[src/rtl/ppp_pkg.sv]
package ppp_pkg;

  // Field widths
  localparam int unsigned COORD_W    = 12;
  localparam int unsigned COLOR_W    = 4;
  localparam int unsigned ORIGIN_W   = 13;
  localparam int unsigned CFG_DATA_W = 13;
  localparam int unsigned CFG_IDX_W  = 3;
  localparam int unsigned OUT_ADDR_W = 20;
  localparam int unsigned BYTE_W     = 8;
  // Byte index before the store bound check: row (12 bits) times stride (11 bits) plus column
  localparam int unsigned ADDR_W     = 24;
  localparam int unsigned STRIDE_W   = 11;
  localparam int unsigned PROD_W     = 23;

  // Store sizes
  localparam int unsigned MAIN_BYTES_DEF = 1048576;
  localparam int unsigned RED_BYTES_DEF  = 65536;

  // Queue between front and back
  localparam int unsigned Q_DEPTH = 4;

  // Register reset values
  localparam logic [COORD_W-1:0] WIDTH_RST  = 12'd1200;
  localparam logic [COORD_W-1:0] HEIGHT_RST = 12'd1600;

  // Byte merge masks
  localparam logic [BYTE_W-1:0] LO_NIBBLE = 8'h0F;
  localparam logic [BYTE_W-1:0] HI_NIBBLE = 8'hF0;
  localparam logic [BYTE_W-1:0] MSB_MASK  = 8'h80;

  // Color codes in bitplane mode
  localparam logic [COLOR_W-1:0] COLOR_BLACK = 4'd1;

  typedef enum logic [1:0] {
    MODE_FLIP   = 2'd0,
    MODE_ROT    = 2'd1,
    MODE_PLANES = 2'd2
  } panel_mode_e;

  typedef enum logic [CFG_IDX_W-1:0] {
    REG_MODE     = 3'd0,
    REG_ROTATION = 3'd1,
    REG_ORIGIN_X = 3'd2,
    REG_ORIGIN_Y = 3'd3,
    REG_WIDTH    = 3'd4,
    REG_HEIGHT   = 3'd5
  } cfg_reg_e;

  typedef enum logic [1:0] {
    ROT_0   = 2'd0,
    ROT_90  = 2'd1,
    ROT_180 = 2'd2,
    ROT_270 = 2'd3
  } rotation_e;

  typedef enum logic {
    ST_CLEAR = 1'b0,
    ST_RUN   = 1'b1
  } back_state_e;

  typedef struct packed {
    logic [1:0]                 panel_mode;
    logic [1:0]                 rotation;
    logic signed [ORIGIN_W-1:0] origin_x;
    logic signed [ORIGIN_W-1:0] origin_y;
    logic [COORD_W-1:0]         panel_width;
    logic [COORD_W-1:0]         panel_height;
  } cfg_t;

  // One classified pixel waiting for its read-modify-write
  typedef struct packed {
    logic               ok;
    logic               planes;
    logic [ADDR_W-1:0]  addr;
    logic [2:0]         pos;
    logic [COLOR_W-1:0] color;
  } entry_t;

endpackage

[src/rtl/ppp_queue.sv]
module ppp_queue (
  input  logic            clk_i,
  input  logic            rst_ni,
  input  logic            push_i,
  input  ppp_pkg::entry_t entry_i,
  output logic            full_o,
  input  logic            pop_i,
  output logic            valid_o,
  output ppp_pkg::entry_t entry_o
);
  import ppp_pkg::*;

  localparam int unsigned AW = $clog2(Q_DEPTH);
  localparam int unsigned CW = $clog2(Q_DEPTH + 1);

  entry_t          slot_q [Q_DEPTH];
  logic [AW-1:0]   wptr_q, wptr_d;
  logic [AW-1:0]   rptr_q, rptr_d;
  logic [CW-1:0]   count_q, count_d;

  assign full_o  = (count_q == CW'(Q_DEPTH));
  assign valid_o = (count_q != '0);
  assign entry_o = slot_q[rptr_q];

  always_comb begin
    wptr_d  = wptr_q;
    rptr_d  = rptr_q;
    count_d = count_q;
    if (push_i) begin
      wptr_d = (wptr_q == AW'(Q_DEPTH - 1)) ? '0 : wptr_q + AW'(1);
    end
    if (pop_i) begin
      rptr_d = (rptr_q == AW'(Q_DEPTH - 1)) ? '0 : rptr_q + AW'(1);
    end
    if (push_i && !pop_i) begin
      count_d = count_q + CW'(1);
    end else if (pop_i && !push_i) begin
      count_d = count_q - CW'(1);
    end
  end

  always_ff @(posedge clk_i or negedge rst_ni) begin
    if (!rst_ni) begin
      wptr_q  <= '0;
      rptr_q  <= '0;
      count_q <= '0;
    end else begin
      wptr_q  <= wptr_d;
      rptr_q  <= rptr_d;
      count_q <= count_d;
    end
  end

  always_ff @(posedge clk_i) begin
    if (push_i) begin
      slot_q[wptr_q] <= entry_i;
    end
  end

  a_no_overflow: assert property (@(posedge clk_i) disable iff (!rst_ni)
    full_o |-> !push_i)
    else $error("queue pushed while full");

  a_no_underflow: assert property (@(posedge clk_i) disable iff (!rst_ni)
    pop_i |-> valid_o)
    else $error("queue popped while empty");

endmodule

[config.mk]
export PLATFORM = sky130hd
export DESIGN_NAME = ppp_queue
export DESIGN_NICKNAME = d
export VERILOG_FILES = /design/src/rtl/ppp_pkg.sv /design/src/rtl/ppp_queue.sv
export SDC_FILE = /design/constraint.sdc
export NUM_CORES = 1
export LEC_CHECK = 0
export BUFFER_PORTS_ARGS = -buffer_cell sky130_fd_sc_hd__buf_2
export CAP_MARGIN = 5
export CORE_MARGIN = 4
export CORE_UTILIZATION = 56
export CTS_CLUSTER_SIZE = 8
export DETAILED_ROUTE_END_ITERATION = 7
export PLACE_DENSITY = 0.78
export SYNTH_ARGS = -nofsm -noshare
export SYNTH_HDL_FRONTEND = slang
export SYNTH_SLANG_ARGS = --single-unit
[constraint.sdc]
create_clock -name clk_i -period 2.6 [get_ports clk_i]
set_clock_uncertainty 0.05 [all_clocks]
set_input_delay 0.26 -clock clk_i [delete_from_list [all_inputs] [get_ports clk_i]]
set_output_delay 0.26 -clock clk_i [all_outputs]
set_load 0.02 [all_outputs]
==> key figures <==
Clock network
  • H-tree lvl count: 4
  • Clock root cell: clkbuf_8
  • Post-CTS Setup Bufs: 0
  • Clock-pin slew on the worst setup and hold paths: 0.06 ns
  • Sink Count: 139
  • TritonCTS Buffers: 17
  • Post-CTS resize count: 0
  • CTS tree: yes
  • Clock tree buffer depth: 2
  • Hold buffer count at cts: 35
  • Latest clock arrival within the worst-skew pair: 0.51 ns

Route
  • Routed wl met3: 456 um
  • Routed Antenna Nets: 0
  • Highest routing layer actually used: met4
  • Vias per inst: 5.59
  • Routed WL: 9.54 mm
  • WL/cell: 20.9 um
  • Residual DRC: 0
  • First DRT Iteration DRCs: 157
  • Routed vias: 2553
  • First-pass DRT Iterations: 4
  • Metal2 WL: 4.98 mm
  • Met1 wire length: 3.96 mm

Pwr
  • Leak: 0.00238 uW
  • Sequential fraction of design power: 42.1%
  • Power Density: 1130 mW/mm2
  • Clock power share: 30.1%
  • Switch share: 30.5%
  • Combinational power share: 27.8%
  • P_sw: 2290 uW
  • Worst vdd ir: 603 uV
  • Internal power: 5210 uW
  • Total power: 7490 uW

Cells and area
  • Final Util: 72.7%
  • Area growth syn-to-layout: 27.2%
  • Layout cell share with drive strength beyond 1: 41.3%
  • Fillcell total: 535
  • Final net count: 377
  • Number of diodes: 0

Floorplan
  • Die area: 0.0109 mm2
  • Initial core utilization: 57.1%
  • Core ar.: 0.00915 mm2
  • IO Count: 72
  • Die Wd: 105 um
  • FP Rows: 35
  • Die height: 105 um

Global routing
  • First-pass GRT wire length: 15.3 mm
  • Overall Global Routing Usage: 19.1%
  • Largest net degree at the start of global routing: 36
  • Initial antenna violation count: 0
  • Number of global-route vias before repair: 2749
  • Grt ovf: 0

Critical path
  • Reg2reg end: slot_q[1][3]$_DFFE_PP_
  • Cell chain of the critical path: buf_12 -> mux4_1 -> buf_2
  • Crit. End Element: output port
  • Setup crit end: entry_o[25]
  • Worst Setup SP: rptr_q[0]$_DFFE_PN0P_
  • WP data arrival: 2.13 ns
  • CP max FO: 27
  • FF-to-FF Start: wptr_q[1]$_DFFE_PN0P_
  • Crit path kind: reg2out
  • Reg2Reg Depth: 4
  • Reg2reg setup slack: 0.80 ns
  • CP max stage cell: mux4_1
  • CP max stage delay: 0.59 ns
  • WP data required: 2.29 ns
  • Startpoint Class: register

Timing
  • Relative slew margins: 41.7%
  • Setup TNS: 0 ns
  • Final hold violations: 0
  • Unrepaired setup endpoints after global routing: no
  • Slew Viols, Final: 0
  • Fmax: 0.409 GHz
  • Finish-stage setup viols: 0
  • Fin crit period: 2.44 ns
  • Final period utilization: 94.0%
  • Worst-Margin Slew: 0.874 ns
  • Final WS setup: 0.156 ns

Run
  • Max Cap Viol: 0

Synthesis
  • Largest cells by area after synthesis: edfxtp_1 76%, mux4_2 12%, dfrtp_1 3.3%
  • Post-synth net total: 254
  • Share of the synthesized area in the top cell type: 75.8%
  • Post-synth top area cell: edfxtp_1
  • #FFs+latches synth: 139
  • Post-Syn Instances: 210
  • Count of different cell masters after synthesis: 19
  • Synth Cell Area: 0.00523 mm2
  • Yosys warning count: 0
  • Mapped Avg Cell Area: 24.9 um2
  • Register area share after synthesis: 79.1%

Placed design
  • Pre-CTS setup slack: 0.653 ns
  • Port Buf Inserts: 71
  • RePlAce Congestion: 0.679
  • DP HPWL: 5.39 mm

Run status
  • Status: finished, final reports clean

Worst hold path
  • Hold Crit Class: in2reg
==> through the flow <==
| stage | hold slack, ns | cell area [um2] | std cells |
|---|---|---|---|
| after floorplan | -0.0856 | 5230 | 210 |
| after global placement | 0.0624 | 5740 | 390 |
| after detailed placement | 0.0602 | 5740 | 390 |
| after CTS | 0.0217 | 6650 | 457 |
| after global routing | 0.0408 | 6650 | 457 |
| final | 0.0487 | 6650 | 457 |
==> worst min path at each step <==
stage / start / to / depth (start not counted)
after floorplan: rst_ni / count_q[0]$_DFFE_PN0P_ / 0
after global placement: rst_ni / count_q[2]$_DFFE_PN0P_ / 1
after detailed placement: rst_ni / count_q[2]$_DFFE_PN0P_ / 1
after CTS: push_i / wptr_q[0]$_DFFE_PN0P_ / 2
after global routing: push_i / wptr_q[0]$_DFFE_PN0P_ / 2
final: push_i / wptr_q[0]$_DFFE_PN0P_ / 2
==> cell families after synthesis <==
logic type | synth area share (%)
AO/OA/AOI/OAI | 0.191
XOR/XNOR | 0.502
adder cells (fa/ha/maj) | 1.82
buffers and inverters | 2.03
flip-flops | 79.1
multiplexers | 15.2
AND/OR/NAND/NOR | 1.10
==> registers in the layout, summed over array words and instances (netlist names) <==
name / flops
count_q: 3
rptr_q: 2
wptr_q: 2
slot_q: 132
==> worst max-delay path, delay by kind of cell (launching register included) <==
| family | cells | cell delay, ns |
|---|---|---|
| muxes | 1 | 0.59 |
| DFF | 1 | 0.55 |
| buffers and inverters | 2 | 0.46 |
==> power groups by stage <==
stage | sequential, uW | combinational, uW | clock (uW)
detailed placement | 3200 | 2060 | 0
floorplan | 3010 | 1640 | 0
global route | 3200 | 2240 | 2420
finish | 3160 | 2080 | 2250
CTS | 3160 | 2120 | 2300
global placement | 3160 | 2030 | 0
==> area by class of cell <==
cell class              count  area [um2]  area share, %
flip-flops and latches    139        4140           62.3
clock inverters            14         146           2.20
clock buffers              18         418           6.28
repair buffers            112         801           12.0
well taps                 111         139           2.09
multi-input cells          59         990           14.9
inverters                   4        15.0          0.226
==> synth_stat cells, drive strengths merged <==
| master | instances |
|---|---|
| mux2 | 3 |
| nand2 | 2 |
| buf | 8 |
| dfrtp | 7 |
| and2 | 4 |
| xnor2 | 1 |
| nor3b | 1 |
| inv | 4 |
| xor2 | 2 |
| o21ai | 2 |
| nor2 | 3 |
| or3 | 1 |
| ha | 6 |
| mux4 | 33 |
| edfxtp | 132 |
| fa | 1 |
==> placed cells by master, fill, tap and decap left out <==
cell and instances:
and2_2 4, buf_12 4, buf_2 71, buf_4 2, bufinv_16 2, clkbuf_1 1
clkbuf_16 16, clkbuf_8 1, clkinv_1 2, clkinv_2 1, clkinv_4 3, clkinvlp_4 4
dfrtp_1 5, dfrtp_2 2, dlygate4sd3_1 35, edfxtp_1 132, fa_1 1, ha_1 6
inv_1 4, inv_6 2, mux2_2 3, mux4_1 5, mux4_2 28, nand2_1 2
nor2_1 3, nor3b_1 1, o21ai_0 2, or3_1 1, xnor2_1 1, xor2_1 2
==> metal layers <==
layer | track usage (%) | vias up
met3 | 5.68 | 12
met1 | 24.6 | 1323
met2 | 30.9 | 81
li1 | - | 1137
met4 | 7.50 | 0
met5 | 0 | -
Note: power is estimated with default switching activity, not from simulation.
