$ cat config.mk
export PLATFORM = sky130hd
export DESIGN_NAME = ppp_front
export DESIGN_NICKNAME = d
export VERILOG_FILES = /design/src/rtl/ppp_pkg.sv /design/src/rtl/ppp_front.sv
export SDC_FILE = /design/constraint.sdc
export NUM_CORES = 1
export LEC_CHECK = 0
export BUFFER_PORTS_ARGS = -buffer_cell sky130_fd_sc_hd__buf_2
export CAP_MARGIN = 10
export CORE_ASPECT_RATIO = 1.4
export CORE_UTILIZATION = 59
export DETAILED_ROUTE_END_ITERATION = 8
export GPL_TIMING_DRIVEN = 0
export PLACE_DENSITY = 0.79
export SETUP_SLACK_MARGIN = 0.5
export SLEW_MARGIN = 40
export SYNTH_ARGS = -nofsm -noshare
export SYNTH_HDL_FRONTEND = slang
export SYNTH_SLANG_ARGS = --single-unit
$ cat constraint.sdc
create_clock -name clk_i -period 6.4 [get_ports clk_i]
set_clock_uncertainty 0.2 [all_clocks]
set_input_delay 0.96 -clock clk_i [delete_from_list [all_inputs] [get_ports clk_i]]
set_output_delay 0.96 -clock clk_i [all_outputs]
set_load 0.01 [all_outputs]
$ cat src/rtl/ppp_pkg.sv
package ppp_pkg;

  // Field widths
  localparam int unsigned COORD_W    = 12;
  localparam int unsigned COLOR_W    = 4;
  localparam int unsigned ORIGIN_W   = 13;
  localparam int unsigned CFG_DATA_W = 13;
  localparam int unsigned CFG_IDX_W  = 3;
  localparam int unsigned OUT_ADDR_W = 20;
  localparam int unsigned BYTE_W     = 8;
  // Byte index before the store bound check: row (12 bits) times stride (11 bits) plus column
  localparam int unsigned ADDR_W     = 24;
  localparam int unsigned STRIDE_W   = 11;
  localparam int unsigned PROD_W     = 23;

  // Store sizes
  localparam int unsigned MAIN_BYTES_DEF = 1048576;
  localparam int unsigned RED_BYTES_DEF  = 65536;

  // Queue between front and back
  localparam int unsigned Q_DEPTH = 4;

  // Register reset values
  localparam logic [COORD_W-1:0] WIDTH_RST  = 12'd1200;
  localparam logic [COORD_W-1:0] HEIGHT_RST = 12'd1600;

  // Byte merge masks
  localparam logic [BYTE_W-1:0] LO_NIBBLE = 8'h0F;
  localparam logic [BYTE_W-1:0] HI_NIBBLE = 8'hF0;
  localparam logic [BYTE_W-1:0] MSB_MASK  = 8'h80;

  // Color codes in bitplane mode
  localparam logic [COLOR_W-1:0] COLOR_BLACK = 4'd1;

  typedef enum logic [1:0] {
    MODE_FLIP   = 2'd0,
    MODE_ROT    = 2'd1,
    MODE_PLANES = 2'd2
  } panel_mode_e;

  typedef enum logic [CFG_IDX_W-1:0] {
    REG_MODE     = 3'd0,
    REG_ROTATION = 3'd1,
    REG_ORIGIN_X = 3'd2,
    REG_ORIGIN_Y = 3'd3,
    REG_WIDTH    = 3'd4,
    REG_HEIGHT   = 3'd5
  } cfg_reg_e;

  typedef enum logic [1:0] {
    ROT_0   = 2'd0,
    ROT_90  = 2'd1,
    ROT_180 = 2'd2,
    ROT_270 = 2'd3
  } rotation_e;

  typedef enum logic {
    ST_CLEAR = 1'b0,
    ST_RUN   = 1'b1
  } back_state_e;

  typedef struct packed {
    logic [1:0]                 panel_mode;
    logic [1:0]                 rotation;
    logic signed [ORIGIN_W-1:0] origin_x;
    logic signed [ORIGIN_W-1:0] origin_y;
    logic [COORD_W-1:0]         panel_width;
    logic [COORD_W-1:0]         panel_height;
  } cfg_t;

  // One classified pixel waiting for its read-modify-write
  typedef struct packed {
    logic               ok;
    logic               planes;
    logic [ADDR_W-1:0]  addr;
    logic [2:0]         pos;
    logic [COLOR_W-1:0] color;
  } entry_t;

endpackage

$ cat src/rtl/ppp_front.sv
module ppp_front #(
  parameter int unsigned MAIN_BYTES = ppp_pkg::MAIN_BYTES_DEF,
  parameter int unsigned RED_BYTES  = ppp_pkg::RED_BYTES_DEF
) (
  input  logic                          clk_i,
  input  logic                          rst_ni,
  input  ppp_pkg::cfg_t                 cfg_i,
  input  logic                          busy_i,
  input  logic                          in_valid_i,
  output logic                          in_stall_o,
  input  logic [ppp_pkg::COORD_W-1:0]   pixel_x_i,
  input  logic [ppp_pkg::COORD_W-1:0]   pixel_y_i,
  input  logic [ppp_pkg::COLOR_W-1:0]   color_code_i,
  input  logic                          q_full_i,
  output logic                          push_o,
  output ppp_pkg::entry_t               entry_o
);
  import ppp_pkg::*;

  logic                adv;
  logic                in_fire;

  // Stage 1 combinational: offset, clip, map
  logic [13:0]         lx;
  logic [13:0]         ly;
  logic [14:0]         py_rot;
  logic [COORD_W-1:0]  lw;
  logic [COORD_W-1:0]  lh;
  logic                ok_s1;
  logic                planes_s1;
  logic [COORD_W-1:0]  px_s1;
  logic [COORD_W-1:0]  py_s1;
  logic [STRIDE_W-1:0] stride_s1;

  // Stage 1 registers
  logic                s1_valid_q, s1_valid_d;
  logic                s1_ok_q;
  logic                s1_planes_q;
  logic [COORD_W-1:0]  s1_px_q;
  logic [COORD_W-1:0]  s1_py_q;
  logic [STRIDE_W-1:0] s1_stride_q;
  logic [COLOR_W-1:0]  s1_color_q;

  // Stage 2 registers
  logic                s2_valid_q, s2_valid_d;
  logic                s2_ok_q;
  logic                s2_planes_q;
  logic [PROD_W-1:0]   s2_prod_q;
  logic [STRIDE_W-1:0] s2_col_q;
  logic [2:0]          s2_pos_q;
  logic [COLOR_W-1:0]  s2_color_q;

  logic [ADDR_W-1:0]   idx;
  logic                in_store;

  assign adv        = !s2_valid_q || !q_full_i;
  assign in_stall_o = busy_i || !adv;
  assign in_fire    = in_valid_i && !in_stall_o;

  always_comb begin
    lx = {cfg_i.origin_x[ORIGIN_W-1], cfg_i.origin_x} + {2'b00, pixel_x_i};
    ly = {cfg_i.origin_y[ORIGIN_W-1], cfg_i.origin_y} + {2'b00, pixel_y_i};
    lw = cfg_i.rotation[0] ? cfg_i.panel_height : cfg_i.panel_width;
    lh = cfg_i.rotation[0] ? cfg_i.panel_width : cfg_i.panel_height;
    // Rotated nibble mode: row counts down from the right edge
    py_rot = {3'b000, cfg_i.panel_width} - 15'd1 - {lx[13], lx};
    ok_s1     = 1'b0;
    planes_s1 = 1'b0;
    px_s1     = '0;
    py_s1     = '0;
    case (panel_mode_e'(cfg_i.panel_mode))
      MODE_FLIP: begin
        ok_s1 = !lx[13] && !ly[13] && (lx[12:0] < {1'b0, cfg_i.panel_width})
                && (ly[12:0] < {1'b0, cfg_i.panel_height});
        px_s1 = cfg_i.panel_width - 12'd1 - lx[11:0];
        py_s1 = cfg_i.panel_height - 12'd1 - ly[11:0];
      end
      MODE_ROT: begin
        ok_s1 = !ly[13] && (ly[12:0] < {1'b0, cfg_i.panel_width})
                && !py_rot[14] && (py_rot[13:0] < {2'b00, cfg_i.panel_height});
        px_s1 = ly[11:0];
        py_s1 = py_rot[11:0];
      end
      MODE_PLANES: begin
        planes_s1 = 1'b1;
        ok_s1 = !lx[13] && !ly[13] && (lx[12:0] < {1'b0, lw}) && (ly[12:0] < {1'b0, lh});
        case (rotation_e'(cfg_i.rotation))
          ROT_0: begin
            px_s1 = lw - lx[11:0] - 12'd1;
            py_s1 = lh - ly[11:0] - 12'd1;
          end
          ROT_90: begin
            px_s1 = lh - ly[11:0] - 12'd1;
            py_s1 = lx[11:0];
          end
          ROT_180: begin
            px_s1 = lx[11:0];
            py_s1 = ly[11:0];
          end
          default: begin
            px_s1 = ly[11:0];
            py_s1 = lw - lx[11:0] - 12'd1;
          end
        endcase
      end
      default: begin
        ok_s1 = 1'b0;
      end
    endcase
    // Bytes per row: width/8 for bitplanes, width/2 for nibbles
    stride_s1 = planes_s1 ? {2'b00, cfg_i.panel_width[11:3]} : cfg_i.panel_width[11:1];
  end

  assign s1_valid_d = adv ? in_fire : s1_valid_q;
  assign s2_valid_d = adv ? s1_valid_q : s2_valid_q;

  always_ff @(posedge clk_i or negedge rst_ni) begin
    if (!rst_ni) begin
      s1_valid_q <= 1'b0;
      s2_valid_q <= 1'b0;
    end else begin
      s1_valid_q <= s1_valid_d;
      s2_valid_q <= s2_valid_d;
    end
  end

  always_ff @(posedge clk_i) begin
    if (adv) begin
      s1_ok_q     <= ok_s1;
      s1_planes_q <= planes_s1;
      s1_px_q     <= px_s1;
      s1_py_q     <= py_s1;
      s1_stride_q <= stride_s1;
      s1_color_q  <= color_code_i;

      s2_ok_q     <= s1_ok_q;
      s2_planes_q <= s1_planes_q;
      s2_prod_q   <= s1_py_q * s1_stride_q;
      s2_col_q    <= s1_planes_q ? {2'b00, s1_px_q[11:3]} : s1_px_q[11:1];
      s2_pos_q    <= s1_px_q[2:0];
      s2_color_q  <= s1_color_q;
    end
  end

  // Byte index and store bound check
  assign idx      = {1'b0, s2_prod_q} + {{(ADDR_W-STRIDE_W){1'b0}}, s2_col_q};
  assign in_store = (idx < ADDR_W'(MAIN_BYTES)) && (!s2_planes_q || (idx < ADDR_W'(RED_BYTES)));

  assign push_o        = s2_valid_q && !q_full_i;
  assign entry_o.ok     = s2_ok_q && in_store;
  assign entry_o.planes = s2_planes_q;
  assign entry_o.addr   = idx;
  assign entry_o.pos    = s2_pos_q;
  assign entry_o.color  = s2_color_q;

endmodule

==> impl_metrics.tcl <==
set metrics [dict create \
    outcome "finished clean" \
    dp.cells 2067 \
    clock-sinks 86 \
    io_pins 122 \
    drive_gt1_share_pct 13.2 \
    coreArea_mm2 0.0240 \
    p_leak_nw 7.70 \
    vias_per_cell 6.02 \
    first_pass_iters 5 \
    rsz0062_at_grt "yes" \
    n_fill_cell 1986 \
    synthFlopType "edfxtp_1" \
    cap_viol_max_count 0 \
    syn2layout_area_growth_pct 11.0 \
    avgSynthCellArea_um2 8.80 \
    finalSetupViolCount 0 \
    r2r_cells 20 \
    p_clk_share_pct 6.8 \
    synth_nets 2043 \
    synth_edf_count 84 \
    wl_met2_um 22600 \
    worst_slack_ns 0.577 \
    regArea_mm2 0.00257 \
    ctsHtreeMaxLevel 3 \
    p_comb_share_pct 79.4 \
    hpwl_um 37000 \
    max-vdd-ir-drop_uv 644 \
    instances_no_fill 2089 \
    yosysSeqAreaShare_pct 17.8 \
    end_kind "register" \
    finalPower_mw 8.19 \
    tns_ns 0 \
    clk_pin_slew_ns 0.07 \
    ys_seq_elements 86 \
    placed_cell_area_mm2 0.0155 \
    grt_pass1_wl_um 67200 \
    min_period_ns 5.82 \
    die_width_um 134 \
    switchingPower_mw 3.99 \
    cts_tree "built" \
    port_buffers 117 \
    wl_met3_um 1810 \
    finalNetCount 2179 \
    ys_types 80 \
    fin_crit_sh_pct 91.0 \
    antenna_found_initial 0 \
    postLayoutCellArea_mm2 0.0160 \
    wl_met1_um 14800 \
    gp_congestion 1.02 \
    root_buffer "clkbuf_16" \
    path_class "register to register" \
    first_global_vias 13029 \
    drv_slew 0 \
    hp-class "input pin to async pin" \
    ys_warn_count 0 \
    fp-row-count 67 \
    hold_viol 0 \
    multi_input_area_mm2 0.0110 \
    top_layer "met4" \
    grt_max_degree 44 \
    diodes 0 \
    pre_cts_slack_ns -0.0283 \
    start_kind "register" \
    dieArea_mm2 0.0251 \
    clockBufferDepth 2 \
    p_int_mw 4.20 \
    worstPathRequired_ns 6.31 \
    track_usage_pct 35.3 \
    slew_headroom_pct 43.3 \
    power_frac_seq_pct 13.9 \
    first_iter_violations 689 \
    swShare_pct 48.7 \
    grt.overflow.total 0 \
    p_per_area_mw_per_mm2 511 \
    finalWirelength_um 43000 \
    post_drt_wl_per_cell_um 20.6 \
    holdBufCountCts 0 \
    async_reset_ff_share_pct 2.33 \
    crit_arrival_ns 5.73 \
    netlist_area_mm2 0.0144 \
    fmax_ghz 0.172 \
    routed-via-count 12567 \
    clock_latency_ns 0.36 \
    initial_utilization_pct 60.1 \
    chipHeight_um 187 \
    tightest_slew_ns 0.842 \
    synth_cells 1638 \
    drc 0 \
    critical_path.max_fanout 10 \
    drt.antenna.violating_nets 0 \
    numCtsBuffers 9 \
]
per-layer routing:
metal  vias to the layer above  track usage, %
li1                       5931               -
met1                      6020            34.9
met2                       446            66.3
met3                       170            3.50
met4                         0            27.5
met5                         -               0
layout make-up:
class / instances / area share [%]
multi-input cells: 1298 / 69.0
inverters: 205 / 4.81
clock inverters: 6 / 0.484
plain buffers: 49 / 1.55
well taps: 310 / 2.42
flip-flops and latches: 86 / 16.1
clock buffers: 10 / 1.49
repair buffers: 125 / 4.19
stage by stage:
step	hold WS, ns	utilization [%]
after floorplan	0.200	-
after global placement	0.200	64.2
after detailed placement	0.205	64.6
after CTS	0.172	66.4
after global routing	0.172	66.8
final	0.179	66.8
cells by family after synthesis:
logic type,Yosys count,share of synthesized area [%]
AO/OA/AOI/OAI,373,17.1
XOR/XNOR,114,6.92
adder cells (fa/ha/maj),318,32.6
buffers and inverters,254,6.64
flip-flops,86,17.8
multiplexers,36,3.98
AND/OR/NAND/NOR,457,14.9
worst max-delay path, stage by stage (launching register included):
cell and delay (ns):
edfxtp_1 0.43, clkbuf_8 0.20, and2_1 0.16, fa_1 0.53, inv_1 0.05, fa_1 0.54
inv_1 0.06, fa_1 0.53, inv_1 0.06, fa_1 0.53, inv_1 0.05, fa_1 0.48
ha_4 0.28, a21o_1 0.18, a21oi_4 0.17, o31ai_2 0.11, o41a_4 0.40, a2111oi_4 0.30
o21bai_1 0.11, a21oi_2 0.15, xnor2_1 0.07
power groups by stage:
stage	sequential (mW)	clock, mW	combinational, mW
floorplan	1.11	0	4.83
global placement	1.14	0	6.06
detailed placement	1.14	0	6.29
CTS	1.13	0.557	6.47
global route	1.15	0.576	7.31
finish	1.13	0.553	6.50
synth_stat cells (4+ instances only):
library cell	count	area, um^2
a2111oi_0	4	35.0
a211o_1	5	43.8
a211oi_1	19	143
a21o_1	36	270
a21oi_1	83	415
a22oi_1	8	60.1
a31oi_1	11	68.8
and2_1	63	394
and3_1	11	68.8
buf_1	4	15.0
clkbuf_1	44	165
edfxtp_1	84	2520
fa_1	97	1940
ha_1	221	2770
inv_1	201	754
mux2_2	11	124
mux2i_1	9	90.1
mux4_2	16	360
nand2_1	165	619
nand2b_1	8	50.1
nand3_1	20	100
nand4_1	7	43.8
nor2_1	102	383
nor2b_1	24	150
nor3_1	34	170
o2111ai_1	8	70.1
o211ai_1	7	52.6
o21a_1	26	195
o21ai_0	98	490
o21bai_1	8	60.1
o22ai_1	6	37.5
o31ai_1	5	37.5
or3_1	9	56.3
xnor2_1	84	736
xor2_1	30	263
cells in the final DEF (no fill, tap or decap), types with 26 or more instances in the layout:
master / synthesis / layout
a21o_1: 36 / 36
a21oi_1: 83 / 81
and2_1: 63 / 63
buf_2: 0 / 119
edfxtp_1: 84 / 84
fa_1: 97 / 96
ha_1: 221 / 219
inv_1: 201 / 200
nand2_1: 165 / 164
nor2_1: 102 / 100
nor3_1: 34 / 34
o21a_1: 26 / 26
o21ai_0: 98 / 98
xnor2_1: 84 / 74
xor2_1: 30 / 29
timing repair:
action | CTS | global route
pin swaps | 2 | 2
setup buffers | 3 | 3
endpoints found under the setup margin | 5 | 4
hold endpoints to repair | 0 | 0
cloned | 0 | 0
gates resized for setup | 33 | 19
worst paths after layout:
path                            startpoint            end  slack [ns]
max                        s1_stride_q[10]  s2_prod_q[22]        0.58
min                                 rst_ni     s1_valid_q        0.18
max reg2reg                s1_stride_q[10]  s2_prod_q[22]        0.58
min reg2reg                     s1_px_q[0]    s2_pos_q[0]        0.22
max in group asynchronous           rst_ni     s2_valid_q        5.72
min in group clk_i              s1_px_q[0]    s2_pos_q[0]        0.22
state kept, by name, summed over array words and instances, names as in the netlist, 3 cells and up:
name,cells
s2_prod_q,23
s1_stride_q,11
s2_col_q,11
s2_color_q,4
s1_color_q,4
s1_py_q,12
s2_pos_q,3
s1_px_q,12
(Power assumes the default switching activity.)
